`config.mk`:
```
export PLATFORM = sky130hd
export DESIGN_NAME = pgw_front
export DESIGN_NICKNAME = d
export VERILOG_FILES = /design/src/hw/rtl/pgw_pkg.sv /design/src/hw/rtl/pgw_front.sv
export SDC_FILE = /design/constraint.sdc
export NUM_CORES = 1
export LEC_CHECK = 0
export BUFFER_PORTS_ARGS = -buffer_cell sky130_fd_sc_hd__buf_2
export CAP_MARGIN = 20
export CELL_PAD_IN_SITES_DETAIL_PLACEMENT = 1
export CELL_PAD_IN_SITES_GLOBAL_PLACEMENT = 1
export CORE_UTILIZATION = 40
export DETAILED_ROUTE_END_ITERATION = 10
export HOLD_SLACK_MARGIN = 0.15
export PLACE_DENSITY = 0.79
export SYNTH_ARGS = -nofsm -noshare
export SYNTH_HDL_FRONTEND = slang
export SYNTH_SLANG_ARGS = --single-unit
```
`constraint.sdc`:
```
create_clock -name clk -period 8.4 [get_ports clk]
set_clock_uncertainty 0.05 [all_clocks]
set_input_delay 2.52 -clock clk [delete_from_list [all_inputs] [get_ports clk]]
set_output_delay 2.52 -clock clk [all_outputs]
set_load 0.02 [all_outputs]
```
`src/hw/rtl/pgw_pkg.sv`:
```
// ----------------------------------------------------------------------------
// pgw_pkg
// Types and constants of the four-level page table walker.
// ----------------------------------------------------------------------------
`timescale 1ns / 1ps
`default_nettype none

package pgw_pkg;

  localparam int VA_W   = 48;
  localparam int PA_W   = 52;
  localparam int WI_W   = 16;
  localparam int DATA_W = 64;

  typedef enum logic [1:0] {
    OP_WRITE = 2'd0,
    OP_READ  = 2'd1,
    OP_XLATE = 2'd2,
    OP_UNMAP = 2'd3
  } pgw_op_t;

  localparam logic [1:0] ST_OK      = 2'd0;
  localparam logic [1:0] ST_ABSENT  = 2'd1;
  localparam logic [1:0] ST_OUTSIDE = 2'd2;

  localparam int PRESENT_BIT = 0;
  localparam int HUGE_BIT    = 7;

  typedef struct packed {
    pgw_op_t             op;
    logic [VA_W-1:0]     va;
    logic [WI_W-1:0]     wi;
    logic [DATA_W-1:0]   wdata;
    logic                wi_out;
  } pgw_cmd_t;

endpackage

`default_nettype wire

```
`src/hw/rtl/pgw_front.sv`:
```
// ----------------------------------------------------------------------------
// pgw_front
// Accepts input beats, flags out-of-range word indexes, and queues commands.
// ----------------------------------------------------------------------------
`timescale 1ns / 1ps
`default_nettype none

module pgw_front #(
  parameter int TABLE_WORDS = 65536
) (
  input  wire logic                          clk,
  input  wire logic                          rst_n,
  input  wire logic                          in_push,
  output      logic                          in_full,
  input  wire logic [1:0]                    in_op,
  input  wire logic [pgw_pkg::VA_W-1:0]      in_virt_addr,
  input  wire logic [pgw_pkg::WI_W-1:0]      in_word_index,
  input  wire logic [pgw_pkg::DATA_W-1:0]    in_write_data,
  output      logic                          q_valid,
  output      pgw_pkg::pgw_cmd_t             q_cmd,
  input  wire logic                          q_pop
);

  pgw_pkg::pgw_cmd_t slot_r [2];
  logic       wr_ptr_r, wr_ptr_nxt;
  logic       rd_ptr_r, rd_ptr_nxt;
  logic [1:0] count_r, count_nxt;
  logic       push_ok, pop_ok;
  pgw_pkg::pgw_cmd_t new_cmd;

  assign in_full = (count_r == 2'd2);
  assign q_valid = (count_r != 2'd0);
  assign q_cmd   = slot_r[rd_ptr_r];
  assign push_ok = in_push && !in_full;
  assign pop_ok  = q_pop && q_valid;

  always_comb begin
    new_cmd.op     = pgw_pkg::pgw_op_t'(in_op);
    new_cmd.va     = in_virt_addr;
    new_cmd.wi     = in_word_index;
    new_cmd.wdata  = in_write_data;
    new_cmd.wi_out = (32'(in_word_index) >= 32'(TABLE_WORDS));
  end

  always_comb begin
    wr_ptr_nxt = wr_ptr_r ^ push_ok;
    rd_ptr_nxt = rd_ptr_r ^ pop_ok;
    count_nxt  = count_r + {1'b0, push_ok} - {1'b0, pop_ok};
  end

  always_ff @(posedge clk) begin
    if (!rst_n) begin
      wr_ptr_r <= 1'b0;
      rd_ptr_r <= 1'b0;
      count_r  <= 2'd0;
    end else begin
      wr_ptr_r <= wr_ptr_nxt;
      rd_ptr_r <= rd_ptr_nxt;
      count_r  <= count_nxt;
    end
    if (push_ok) begin
      slot_r[wr_ptr_r] <= new_cmd;
    end
  end

endmodule

`default_nettype wire

```
## Yosys cells after proc, flatten, opt, wreduce, memory -nomap -nowiden

Memory sizes are Yosys's and may differ from the RTL's. A register that Yosys moved wholly into a read port is not among the register bits.
Index checks and enable logic that the tools add are counted.

- Bitwise logic cells: 2
- Shift-type cells: 0
- Multipliers: 0
- Divide/modulo/power cells: 0
- Muxes and demuxes: 3
- Add/sub/neg operators: 2
- Equal/unequal tests: 1
- Reduce and logical (&&, ||, !) cells: 4
- $lt $le $gt $ge: 0

Operators by type and width:

| cell | number |
|---|---|
| 1-bit 2-to-1 mux | 3 |
| 2-bit by 1-bit adder with 2-bit output | 1 |
| 2-bit == test (second input constant) | 1 |
| 1-bit logical AND | 2 |
| 2-bit nonzero test | 1 |
| 2-bit by 1-bit subtractor with 2-bit output | 1 |
| 1-bit bitwise XOR | 2 |
| 1-bit logical NOT | 1 |

- Flip-flop bits (word level): 4
- Memories kept: 1
- Logic and storage cells: 16
- Output and inout bits: 133
- Bits in latches: 0
- RAM bits: 260
- ROM bits: 0
- Input bits: 134

Memory list:

| memory | words | bits a word | read ports | clocked after memory_dff | wr ports | RTL line | text |
|---|---|---|---|---|---|---|---|
| slot_r | 2 | 130 | 1 | 1 | 1 | pgw_front.sv:24 | `pgw_pkg::pgw_cmd_t slot_r [2];` |

## Longest topological paths before layout

Gate-level depths: netlist of run 1.

- Depth after elaboration: 5
- Depth in mapped cells: 7
- Depth with buffers taken out: 7

## Worst setup path before layout of run 1

No wires, ideal clock.

- Path type: in2reg
- Start point: in in_push
- End point: mem slot_r[1][0] (netlist bit) (enable)
- Stages: 2
- Data arrival time: 5.698 ns
- Setup time: 0.505 ns
- Setup slack: 2.146 ns
- Data required time: 7.845 ns
- Path buffers: 0
- Path through: and2_1 ha_1

- Cells in the longest elaborated chain, start to end: 3

RTL lines:

| what | RTL line | text |
|---|---|---|
| from (decl) | pgw_front.sv:13 | `input wire logic in_push,` |
| 1-bit logical AND | pgw_front.sv:34 | `assign push_ok = in_push && !in_full;` |
| 1-bit 2-to-1 mux | pgw_front.sv:61 | `if (push_ok) begin` |
| 1-bit 2-to-1 mux (not written as such) | pgw_front.sv:62 | `slot_r[wr_ptr_r] <= new_cmd;` |
| to (decl) | pgw_front.sv:24 |  |

No other way between the ends.

==> key figures, run 1 <==
Logic synthesis
  – Largest cells by area after synthesis: edfxtp_1, mux2_2, buf_6
  – Gate count after technology mapping: ~430
  – Synth Cell Area: 0.00968 mm²
  – Count of state elements after synthesis: between 200 and 300
  – Fraction of synthesized cell area taken by the top area cell type: between 80 and 90%
  – Ys Warns: 0
  – Average cell area after synthesis: approximately 22 µm²
  – Area leader, netlist: edfxtp_1
  – Number of library cell types mapped by synthesis: 17
  – Sequential area share after synthesis: 81.7%
  – Total nets after synthesis: between 500 and 600

Die
  – Area enclosed by the die boundary: between 0.02 and 0.025 mm²
  – Horizontal die dimension: around 160 µm
  – Die height: between 150 and 200 µm
  – Initial cell density of the core: between 40% and 50%
  – Number of placement rows: 56
  – Core region area: around 0.024 mm²
  – Top-level port count: between 200 and 300

Pwr
  – Leakage power total: 4.63 nW
  – Share of power burned in registers: a little over two fifths
  – Part of the total power dissipated in combinational logic: approximately 23%
  – Internal Pwr Total: ~2.9 mW
  – IR drop worst, VDD: 0.198 mV
  – Switching power share of the total: between 20% and 30%
  – PwrDens: between 300 and 400 mW/mm²
  – Clock group share of total power: approximately a third
  – Net switching power: ~1.1 mW

Timing
  – Setup repair after global routing missed its margin: false
  – Remaining max-slew budget at the tightest pin: ~34%
  – Transition time at the pin with the least slew margin: between 0.9 and 1 ns
  – Tcrit/Tclk final: approximately 65%
  – Final Critical Period: 5.48 ns
  – F_max: around 180 MHz
  – Final-layout setup total negative slack: 0 ns
  – Final count of pins violating max slew: 0
  – Final setup viols: 0
  – Hold Violations, Final: 0

Route
  – Remaining routing DRC violations: 0
  – Pre-antenna DRT Iters: 4
  – Via-per-instance ratio: roughly 4.6
  – Overall routed net length: a little over 20000 µm
  – Via count: 4895
  – Remaining antenna violation count after routing: 0
  – Detail-routed net length per standard cell: 19.1 µm
  – Iteration-0 DRC Markers: about 170

Cells and area
  – Number of nets in the layout: about 860
  – Sequential cell area: ~0.008 mm²
  – Area used by multi-input combinational logic: about 0.0016 mm²
  – Design area: between 0.01 and 0.015 mm²
  – Layout overhead on the synthesized area: 28.0%
  – Share of cells above drive strength 1: between 60% and 70%
  – Most common library cell in the layout ignoring fill and taps: buf_2
  – Fill count: between 2000 and 2500
  – Most frequent cells in the layout: buf_2, edfxtp_1, mux2_2

Setup path
  – Classification of the worst setup path: reg2out
  – Startpoint type of the worst setup path: flop
  – Largest stage delay on the critical path: just under 1 ns
  – Crit-path cells: buf_4, mux2_2, buf_2
  – Kind of cell with the highest combined delay on the critical path: flip-flops
  – Crit path buffers/inverters: 2
  – Worst-path cell with the longest stage delay: dfxtp_4
  – Endpoint type of the worst setup path: output port
  – Highest fanout seen on the critical path: 74
  – Required time of the critical path: about 6 ns
  – Worst path arrival time: a little under 3 ns

Global route
  – Antenna violations before repair: 2
  – First-pass GRT wire length: ~30000 µm
  – Largest net degree at the start of global routing: 86
  – Total global routing overflow: 0
  – Total global routing track utilization: between 10% and 20%
  – Number of global-route vias before repair: ~5500

Clock tree
  – Max H-tree Level: 1
  – Post_cts resized: 0
  – CTS Root Cell: clkbuf_16
  – Clock insertion delay at the later pin of the skew report: about 0.52 ns
  – Number of buffers added by the clock tree synthesis step: 29
  – Maximum count of clock buffers along a single path: 3
  – Count of clock tree sinks: 265
  – Clock input transition at the sequential cells of the worst setup and hold paths: 0.06 ns
  – Post CTS Setup Buffer Count: 0
  – Cts hold-fix bufs: 0
  – TritonCTS clock tree: yes

Placement
  – Area post-placement: 0.0113 mm²
  – Half-perimeter wire length after detailed placement: between 10000 and 15000 µm
  – Placer Congestion: 0.718
  – PortBufs: between 200 and 300

Worst hold path
  – Worst hold-check path type: reg2reg

Run
  – # Max-Cap Violations: 0

Outcome
  – Result of the run: finished clean
[worst min-delay path, cell delays in order (launching register included)]
cell     delay [ns]
dfxtp_1        0.31
nand2_1        0.07
mux2i_1        0.07
[Yosys cell counts]
| master | number |
|---|---|
| and2_1 | 2 |
| buf_2 | 3 |
| buf_4 | 2 |
| buf_6 | 10 |
| conb_1 | 1 |
| dfxtp_1 | 5 |
| edfxtp_1 | 260 |
| ha_1 | 4 |
| inv_1 | 3 |
| mux2_2 | 130 |
| mux2i_1 | 2 |
| nand2_1 | 2 |
| nand2b_1 | 2 |
| nor2b_1 | 2 |
| o21a_1 | 1 |
| or2_2 | 1 |
| xnor3_1 | 1 |
[stage by stage]
step / instances / utilization [%] / setup slack [ns] / hold WS [ns] / power, mW
3_3_place_gp: 1003 / 47.9 / 3.46 / 0.404 / 2.68
5_1_grt: 1059 / 52.5 / 2.70 / 0.469 / 4.19
3_5_place_dp: 1003 / 47.9 / 3.35 / 0.436 / 2.72
2_1_floorplan: 431 / - / 2.15 / 0.402 / 2.43
4_1_cts: 1056 / 52.2 / 2.84 / 0.444 / 4.07
6_report: 1059 / 52.5 / 2.92 / 0.440 / 4.02
[registers in the layout (all words and copies together), names as in the netlist, named ones only]
| register | count |
|---|---|
| count_r | 2 |
| rd_ptr_r | 1 |
| slot_r | 260 |
| wr_ptr_r | 1 |
[final cells by class]
cell class / instances / area share (%)
Antenna cell: 1 / 0.0202
Clock inverter: 20 / 2.24
Inverter: 3 / 0.0909
Tap cell: 319 / 3.22
Sequential cell: 265 / 63.8
Timing Repair Buffer: 270 / 11.3
Clock buffer: 33 / 5.98
Multi-Input combinational cell: 148 / 13.3
[cells by family (layout without fill, tap and decap cells)]
kind of cell | count (synthesis) | in the layout | synth area share, %
compound gates | 1 | 1 | 0.0776
xor+xnor | 1 | 1 | 0.233
fa+ha+maj | 4 | 4 | 0.517
buf+inv | 18 | 326 | 1.59
flops | 265 | 265 | 81.7
mux | 132 | 132 | 15.3
other cells | 1 | 2 | 0.0387
simple gates | 9 | 9 | 0.530
[path summary, 6_finish.rpt]
check / from / to / slack [ns] / cells after the start
setup / recovery: flop / q_cmd[71] / 2.92 / 3
hold / removal: rd_ptr_r / flop / 0.44 / 2
setup reg to reg: count_r[0] / slot_r[0][4] / 5.73 / 5
hold reg to reg: rd_ptr_r / flop / 0.44 / 2
[per-layer routing]
| layer | part of all wire (%) | wire length [µm] | vias up | track usage [%] |
|---|---|---|---|---|
| met1 | 39 | 7940 | 2411 | 18.2 |
| met4 | 1.6 | 318 | 2 | 4.35 |
| met5 | 0.040 | 8 | - | 0 |
| met3 | 6.3 | 1280 | 30 | 4.13 |
| li1 | - | - | 2283 | - |
| met2 | 53 | 10600 | 169 | 28.6 |
[power groups by stage]
stage | Sequential, mW | Combinational [mW] | Clock [mW]
CTS | 1.77 | 0.930 | 1.37
floorplan | 1.76 | 0.669 | 0
global route | 1.79 | 0.985 | 1.42
global placement | 1.78 | 0.897 | 0
finish | 1.76 | 0.925 | 1.33
detailed placement | 1.80 | 0.923 | 0
(Power assumes the default switching activity.)
==> run 2: changes to the inputs <==
==> constraint.sdc (replaced) <==
create_clock -name clk -period 5.2 [get_ports clk]
set_clock_uncertainty 0.05 [all_clocks]
set_input_delay 1.56 -clock clk [delete_from_list [all_inputs] [get_ports clk]]
set_output_delay 1.56 -clock clk [all_outputs]
set_load 0.02 [all_outputs]
==> run 2 against run 1 <==
Net effect:
- highest routed layer unchanged
- sequential power increased by 59%
- flip-flop and latch count did not move
- largest cell class unchanged
- wire length is 0.22% higher
- register-to-register slack lost 3.0 ns
- clock power increased by 38%
- combinational power grew 66%
- count of clock-buffer cells in the layout is 4 higher
- worst hold slack got worse by 0.0065 ns
- non-clock buffer count rose by 1
- total power is 54% higher
- largest power group unchanged
- first-iteration DRC count grew 42%
- worst setup slack lost 1.6 ns
==> key figures, run 2 (same netlist as run 1, synthesis figures left out) <==
Route
  – Iteration-0 DRC Markers: 236 (+42%)
  – Via count: 4940 (+0.92%)
  – Overall routed net length: 20200 µm (+0.22%)
  – Remaining routing DRC violations: 0 (unchanged)
  – Pre-antenna DRT Iters: 4 (unchanged)
  – Remaining antenna violation count after routing: 0 (unchanged)
  – Detail-routed net length per standard cell: 19.1 µm (+0.41%)
  – Via-per-instance ratio: 4.67 (+1.1%)

Run
  – # Max-Cap Violations: 0 (unchanged)

Pwr
  – Internal Pwr Total: 4.38 mW (+51%)
  – Net switching power: 1.79 mW (+59%)
  – Post-route total power: 6.18 mW (+54%)
  – PwrDens: 505 mW/mm² (+56%)
  – Clock group share of total power: 29.7% (-3.5 points)
  – Share of power burned in registers: 45.4% (+1.6 points)
  – Leakage power total: 4.55 nW (-1.6%)
  – Part of the total power dissipated in combinational logic: 25.0% (+2.0 points)
  – IR drop worst, VDD: 0.335 mV (+69%)
  – Switching power share of the total: 29.0% (+1.0 points)

Timing
  – Transition time at the pin with the least slew margin: 0.854 ns (-0.135 ns)
  – Final count of pins violating max slew: 0 (unchanged)
  – Hold Violations, Final: 0 (unchanged)
  – Worst hold margin: 0.434 ns (-0.00653 ns)
  – Final Critical Period: 3.89 ns
  – Setup WS post-layout: 1.31 ns (-1.61 ns)
  – Final setup viols: 0 (unchanged)
  – Remaining max-slew budget at the tightest pin: 43.1% (+9.0 points)
  – Final-layout setup total negative slack: 0 ns (unchanged)
  – F_max: roughly 260 MHz
  – Setup repair after global routing missed its margin: false
  – Tcrit/Tclk final: roughly three quarters

Die
  – Area enclosed by the die boundary: 0.0248 mm² (unchanged)
  – Horizontal die dimension: 158 µm (unchanged)
  – Number of placement rows: 56 (unchanged)
  – Die height: 158 µm (unchanged)
  – Initial cell density of the core: 41.0% (unchanged)
  – Core region area: 0.0236 mm² (unchanged)
  – Top-level port count: 267 (unchanged)

Clock tree
  – CTS Root Cell: clkbuf_16
  – Maximum count of clock buffers along a single path: 3 (unchanged)
  – Count of clock tree sinks: 265 (unchanged)
  – TritonCTS clock tree: yes
  – Clock input transition at the sequential cells of the worst setup and hold paths: 0.06 ns (about the same)
  – Clock insertion delay at the later pin of the skew report: 0.53 ns (about the same)
  – Max H-tree Level: 1 (unchanged)
  – Post_cts resized: 0 (unchanged)
  – Number of buffers added by the clock tree synthesis step: 27 (-6.9%)
  – Cts hold-fix bufs: 0 (unchanged)
  – Post CTS Setup Buffer Count: 0 (unchanged)

Placement
  – Instance count after placement with tap cells included: 1006 (+0.30%)
  – Half-perimeter wire length after detailed placement: 13500 µm (+0.63%)
  – Area post-placement: 0.0114 mm² (+0.53%)
  – PortBufs: 265 (unchanged)
  – Pre-CTS setup slack: 1.57 ns (-1.77 ns)
  – Placer Congestion: 0.733 (+2.0%)

Global route
  – First-pass GRT wire length: 29800 µm (+0.56%)
  – Number of global-route vias before repair: 5466 (+0.29%)
  – Total global routing overflow: 0 (unchanged)
  – Total global routing track utilization: 15.9% (+0.12 points)
  – Antenna violations before repair: 3 (+1)
  – Largest net degree at the start of global routing: 84 (-2.3%)

Cells and area
  – Share of cells above drive strength 1: 60.7% (-0.16 points)
  – Most flop-heavy register: slot_r
  – Most frequent cells in the layout: buf_2, edfxtp_1, mux2_2
  – Finished Core Util: 51.8% (-0.68 points)
  – Max FFs per register: 260 (unchanged)
  – Fill count: 2244 (+0.089%)
  – Layout overhead on the synthesized area: 26.3%
  – Most common library cell in the layout ignoring fill and taps: buf_2
  – Number of nets in the layout: 854 (-0.12%)
  – Design area: 0.0122 mm² (-1.3%)
  – Post-route insts no fill: 1057 (-0.19%)
  – Biggest registers after layout: slot_r x260, count_r x2

Setup path
  – Endpoint type of the worst setup path: output port
  – Startpoint type of the worst setup path: flop
  – Capture instance of the worst register-to-register path: slot_r[0][119]
  – Highest fanout seen on the critical path: 49 (-34%)
  – Classification of the worst setup path: reg2out
  – Logic depth of the worst register-to-register path: 4 (-1)
  – Worst path arrival time: 2.28 ns (-0.63 ns)
  – Required time of the critical path: 3.59 ns (-2.24 ns)
  – Reg-to-reg startpoint: count_r[0]
  – Reg2reg setup slack: 2.72 ns (-3.01 ns)

Worst hold path
  – Min-Delay Startpoint: rd_ptr_r
  – Hold Path Cell Cnt: 2 (unchanged)
  – Worst hold-check path type: reg2reg

Outcome
  – Result of the run: finished clean
## run 2: area by class of cell
cell class                 count  area [µm²]  share of cell area (%)
clock buffer                  37         763                    6.24
inverter                       3        11.3                  0.0921
antenna                        2        5.00                  0.0409
sequential                   265        7910                    64.7
multi-input combinational    148        1640                    13.4
tap                          319         399                    3.26
timing repair buffer         271        1410                    11.5
clock inverter                12        86.3                   0.706
## run 2: how the worst max path moves through the flow
stage	from	to	slack [ns]	cells after the start
6_report	flop	q_cmd[75]	1.31	3
5_1_grt	flop	q_cmd[71]	1.20	3
2_1_floorplan	in_push	slot_r[1][0]	-0.09	2
3_3_place_gp	in_push	slot_r[0][99]	1.67	4
4_1_cts	flop	q_cmd[78]	1.26	3
3_5_place_dp	in_push	slot_r[0][99]	1.57	4
## run 2: layer usage
layer / track usage, % / vias up / routed length [µm]
li1: - / 2288 / -
met1: 17.9 / 2440 / 7700
met2: 28.8 / 173 / 10600
met3: 4.65 / 37 / 1500
met4: 4.76 / 2 / 395
met5: 0 / - / 11
## run 2: power by group through the flow
| stage | logic [mW] | registers (mW) | clock network [mW] |
|---|---|---|---|
| detailed placement | 1.56 | 2.85 | 0 |
| global route | 1.65 | 2.83 | 1.95 |
| global placement | 1.52 | 2.82 | 0 |
| CTS | 1.57 | 2.81 | 1.89 |
| floorplan | 1.08 | 2.84 | 0 |
| finish | 1.54 | 2.80 | 1.83 |
## run 2: critical path, cell delays in order, from the launching register on
cell and delay [ns]:
dfxtp_4 0.53, buf_4 0.58, mux2_2 0.43, buf_2 0.16
==> run 3: changes to the inputs <==
==> constraint.sdc (replaced) <==
create_clock -name clk -period 3.7 [get_ports clk]
set_clock_uncertainty 0.05 [all_clocks]
set_input_delay 1.11 -clock clk [delete_from_list [all_inputs] [get_ports clk]]
set_output_delay 1.11 -clock clk [all_outputs]
set_load 0.02 [all_outputs]
==> run 3 against run 2 <==
Net effect:
- critical path depth unchanged
- combinational power increased by 44%
- worst setup slack got worse by 0.60 ns
- sequential power increased by 40%
- die area unchanged
- wire length increased by 2.9%
- non-clock buffer count unchanged
- via count decreased by 0.24%
- total power increased by 48%
- critical path type unchanged
- critical endpoint is now q_cmd[78]
- largest cell class unchanged
- largest power group unchanged
==> key figures, run 3 (same netlist as run 1, synthesis figures left out) <==
Outcome
  – Result of the run: finished clean

Die
  – Initial cell density of the core: 41.0% (unchanged)
  – Number of placement rows: 56 (unchanged)
  – Die height: 158 µm (unchanged)
  – Area enclosed by the die boundary: 0.0248 mm² (unchanged)
  – Top-level port count: 267 (unchanged)
  – Core region area: 0.0236 mm² (unchanged)
  – Horizontal die dimension: 158 µm (unchanged)

Placement
  – PortBufs: 265 (unchanged)
  – Half-perimeter wire length after detailed placement: 13700 µm (+1.7%)
  – Instance count after placement with tap cells included: 1006 (unchanged)
  – Area post-placement: 0.0114 mm² (+0.33%)
  – Pre-CTS setup slack: 1.26 ns (-0.314 ns)
  – Placer Congestion: 0.716 (-2.3%)

Timing
  – F_max: ~330 MHz
  – Final Critical Period: roughly 3 ns
  – Tcrit/Tclk final: between 80% and 90%
  – Final setup viols: 0 (unchanged)
  – Setup repair after global routing missed its margin: false
  – Hold Violations, Final: 0 (unchanged)
  – Setup WS post-layout: 0.705 ns (-0.600 ns)
  – Final count of pins violating max slew: 0 (unchanged)
  – Worst hold margin: 0.439 ns (+0.00542 ns)
  – Final-layout setup total negative slack: 0 ns (unchanged)

Cells and area
  – Most frequent cells in the layout: buf_2, edfxtp_1, mux2_2
  – Finished Core Util: 52.6% (+0.84 points)
  – Most flop-heavy register: slot_r
  – Number of nets in the layout: 856 (+0.23%)
  – Post-route insts no fill: 1060 (+0.28%)
  – Most common library cell in the layout ignoring fill and taps: buf_2
  – Fill count: 2239 (-0.22%)
  – Share of cells above drive strength 1: 60.4% (-0.33 points)
  – Design area: 0.0124 mm² (+1.6%)
  – Layout overhead on the synthesized area: 28.4%
  – Biggest registers after layout: slot_r x260, count_r x2
  – Max FFs per register: 260 (unchanged)

Global route
  – Layer with the highest usage after global routing: met2
  – Antenna violations before repair: 1 (-2)
  – Largest net degree at the start of global routing: 70 (-17%)
  – Number of global-route vias before repair: 5507 (+0.75%)
  – GRT met3 Usage: 4.43% (-0.22 points)
  – Met1 track demand over resource: 18.2% (+0.30 points)
  – First-pass GRT wire length: 30500 µm (+2.4%)
  – Total global routing track utilization: 16.3% (+0.40 points)
  – Met2 GRT Util: 30.5% (+1.7 points)
  – Total global routing overflow: 0 (unchanged)

Clock tree
  – Post CTS Setup Buffer Count: 0 (unchanged)
  – TritonCTS clock tree: yes
  – Clock input transition at the sequential cells of the worst setup and hold paths: 0.06 ns (about the same)
  – Post_cts resized: 0 (unchanged)
  – Max H-tree Level: 1 (unchanged)
  – Clock insertion delay at the later pin of the skew report: 0.52 ns (about the same)
  – Maximum count of clock buffers along a single path: 3 (unchanged)
  – Number of buffers added by the clock tree synthesis step: 29 (+7.4%)
  – Count of clock tree sinks: 265 (unchanged)
  – CTS Root Cell: clkbuf_16
  – Cts hold-fix bufs: 0 (unchanged)

Route
  – Detail-routed net length per standard cell: 19.6 µm (+2.6%)
  – Iteration-0 DRC Markers: 235 (-0.42%)
  – Via count: 4928 (-0.24%)
  – Pre-antenna DRT Iters: 4 (unchanged)
  – Via-per-instance ratio: 4.65 (-0.53%)
  – Overall routed net length: 20800 µm (+2.9%)
  – Remaining routing DRC violations: 0 (unchanged)
  – Remaining antenna violation count after routing: 0 (unchanged)

Pwr
  – IR drop worst, VDD: 0.438 mV (+31%)
  – Leakage power total: 4.63 nW (+1.7%)
  – Post-route total power: 9.15 mW (+48%)
  – PwrDens: 736 mW/mm² (+46%)

Setup path
  – Critical Path Stages: 3 (unchanged)
  – Worst path arrival time: 1.83 ns (-0.45 ns)
  – Largest stage delay on the critical path: 0.40 ns (-0.18 ns)
  – Highest fanout seen on the critical path: 69 (+41%)
  – Crit path buffers/inverters: 2 (unchanged)
  – Classification of the worst setup path: reg2out
  – Endpoint type of the worst setup path: output port
  – Worst-path cell with the longest stage delay: mux2_2
  – Kind of cell with the highest combined delay on the critical path: buffers and inverters
  – Required time of the critical path: 2.54 ns (-1.05 ns)
  – Startpoint type of the worst setup path: flop
  – Crit-path cells: buf_12, mux2_2, buf_2
  – Logic depth of the worst register-to-register path: 4 (unchanged)

Worst hold path
  – Worst hold-check path type: reg2reg
  – Hold Path Cell Cnt: 2 (unchanged)

Run
  – # Max-Cap Violations: 0 (unchanged)
-- run 3: cell types whose count changed in the layout (fill, tap and decap cells not counted), sizes merged --
cell,change
bufinv,+6
clkinvlp,+1
clkbuf,-6
clkinv,+3
diode,-1
-- run 3: layout make-up --
cell class	instances	area [µm²]	area share [%]
flip-flops and latches	265	7910	63.7
diodes	1	2.50	0.0201
multi-input cells	148	1640	13.2
clock buffers	31	733	5.90
clock inverters	22	280	2.26
inverters	3	11.3	0.0906
well taps	319	399	3.21
repair buffers	271	1450	11.6
-- run 3: where the power goes --
| group | internal, mW | switching (mW) | total [mW] |
|---|---|---|---|
| combinational | 0.864 | 1.34 | 2.21 |
| sequential | 3.81 | 0.116 | 3.93 |
| clock | 1.91 | 1.11 | 3.02 |
-- run 3: path summary, 6_finish.rpt --
path | start | endpoint | slack [ns]
worst max-delay path | flop | q_cmd[78] | 0.71
worst min register to register | rd_ptr_r | flop | 0.44
worst max register to register | count_r[0] | slot_r[0][35] | 1.92
worst min-delay path | rd_ptr_r | flop | 0.44
-- run 3: worst min-delay path: stages, from the launching register on --
cell and delay, ns:
dfxtp_1 0.31, nand2_1 0.07, mux2i_1 0.07
-- run 3: routing by layer --
| metal | up-vias | wire, µm | part of all wire (%) |
|---|---|---|---|
| li1 | 2289 | - | - |
| met1 | 2441 | 7740 | 37 |
| met2 | 170 | 11300 | 54 |
| met3 | 28 | 1370 | 6.6 |
| met4 | 0 | 353 | 1.7 |
| met5 | - | 0 | 0 |
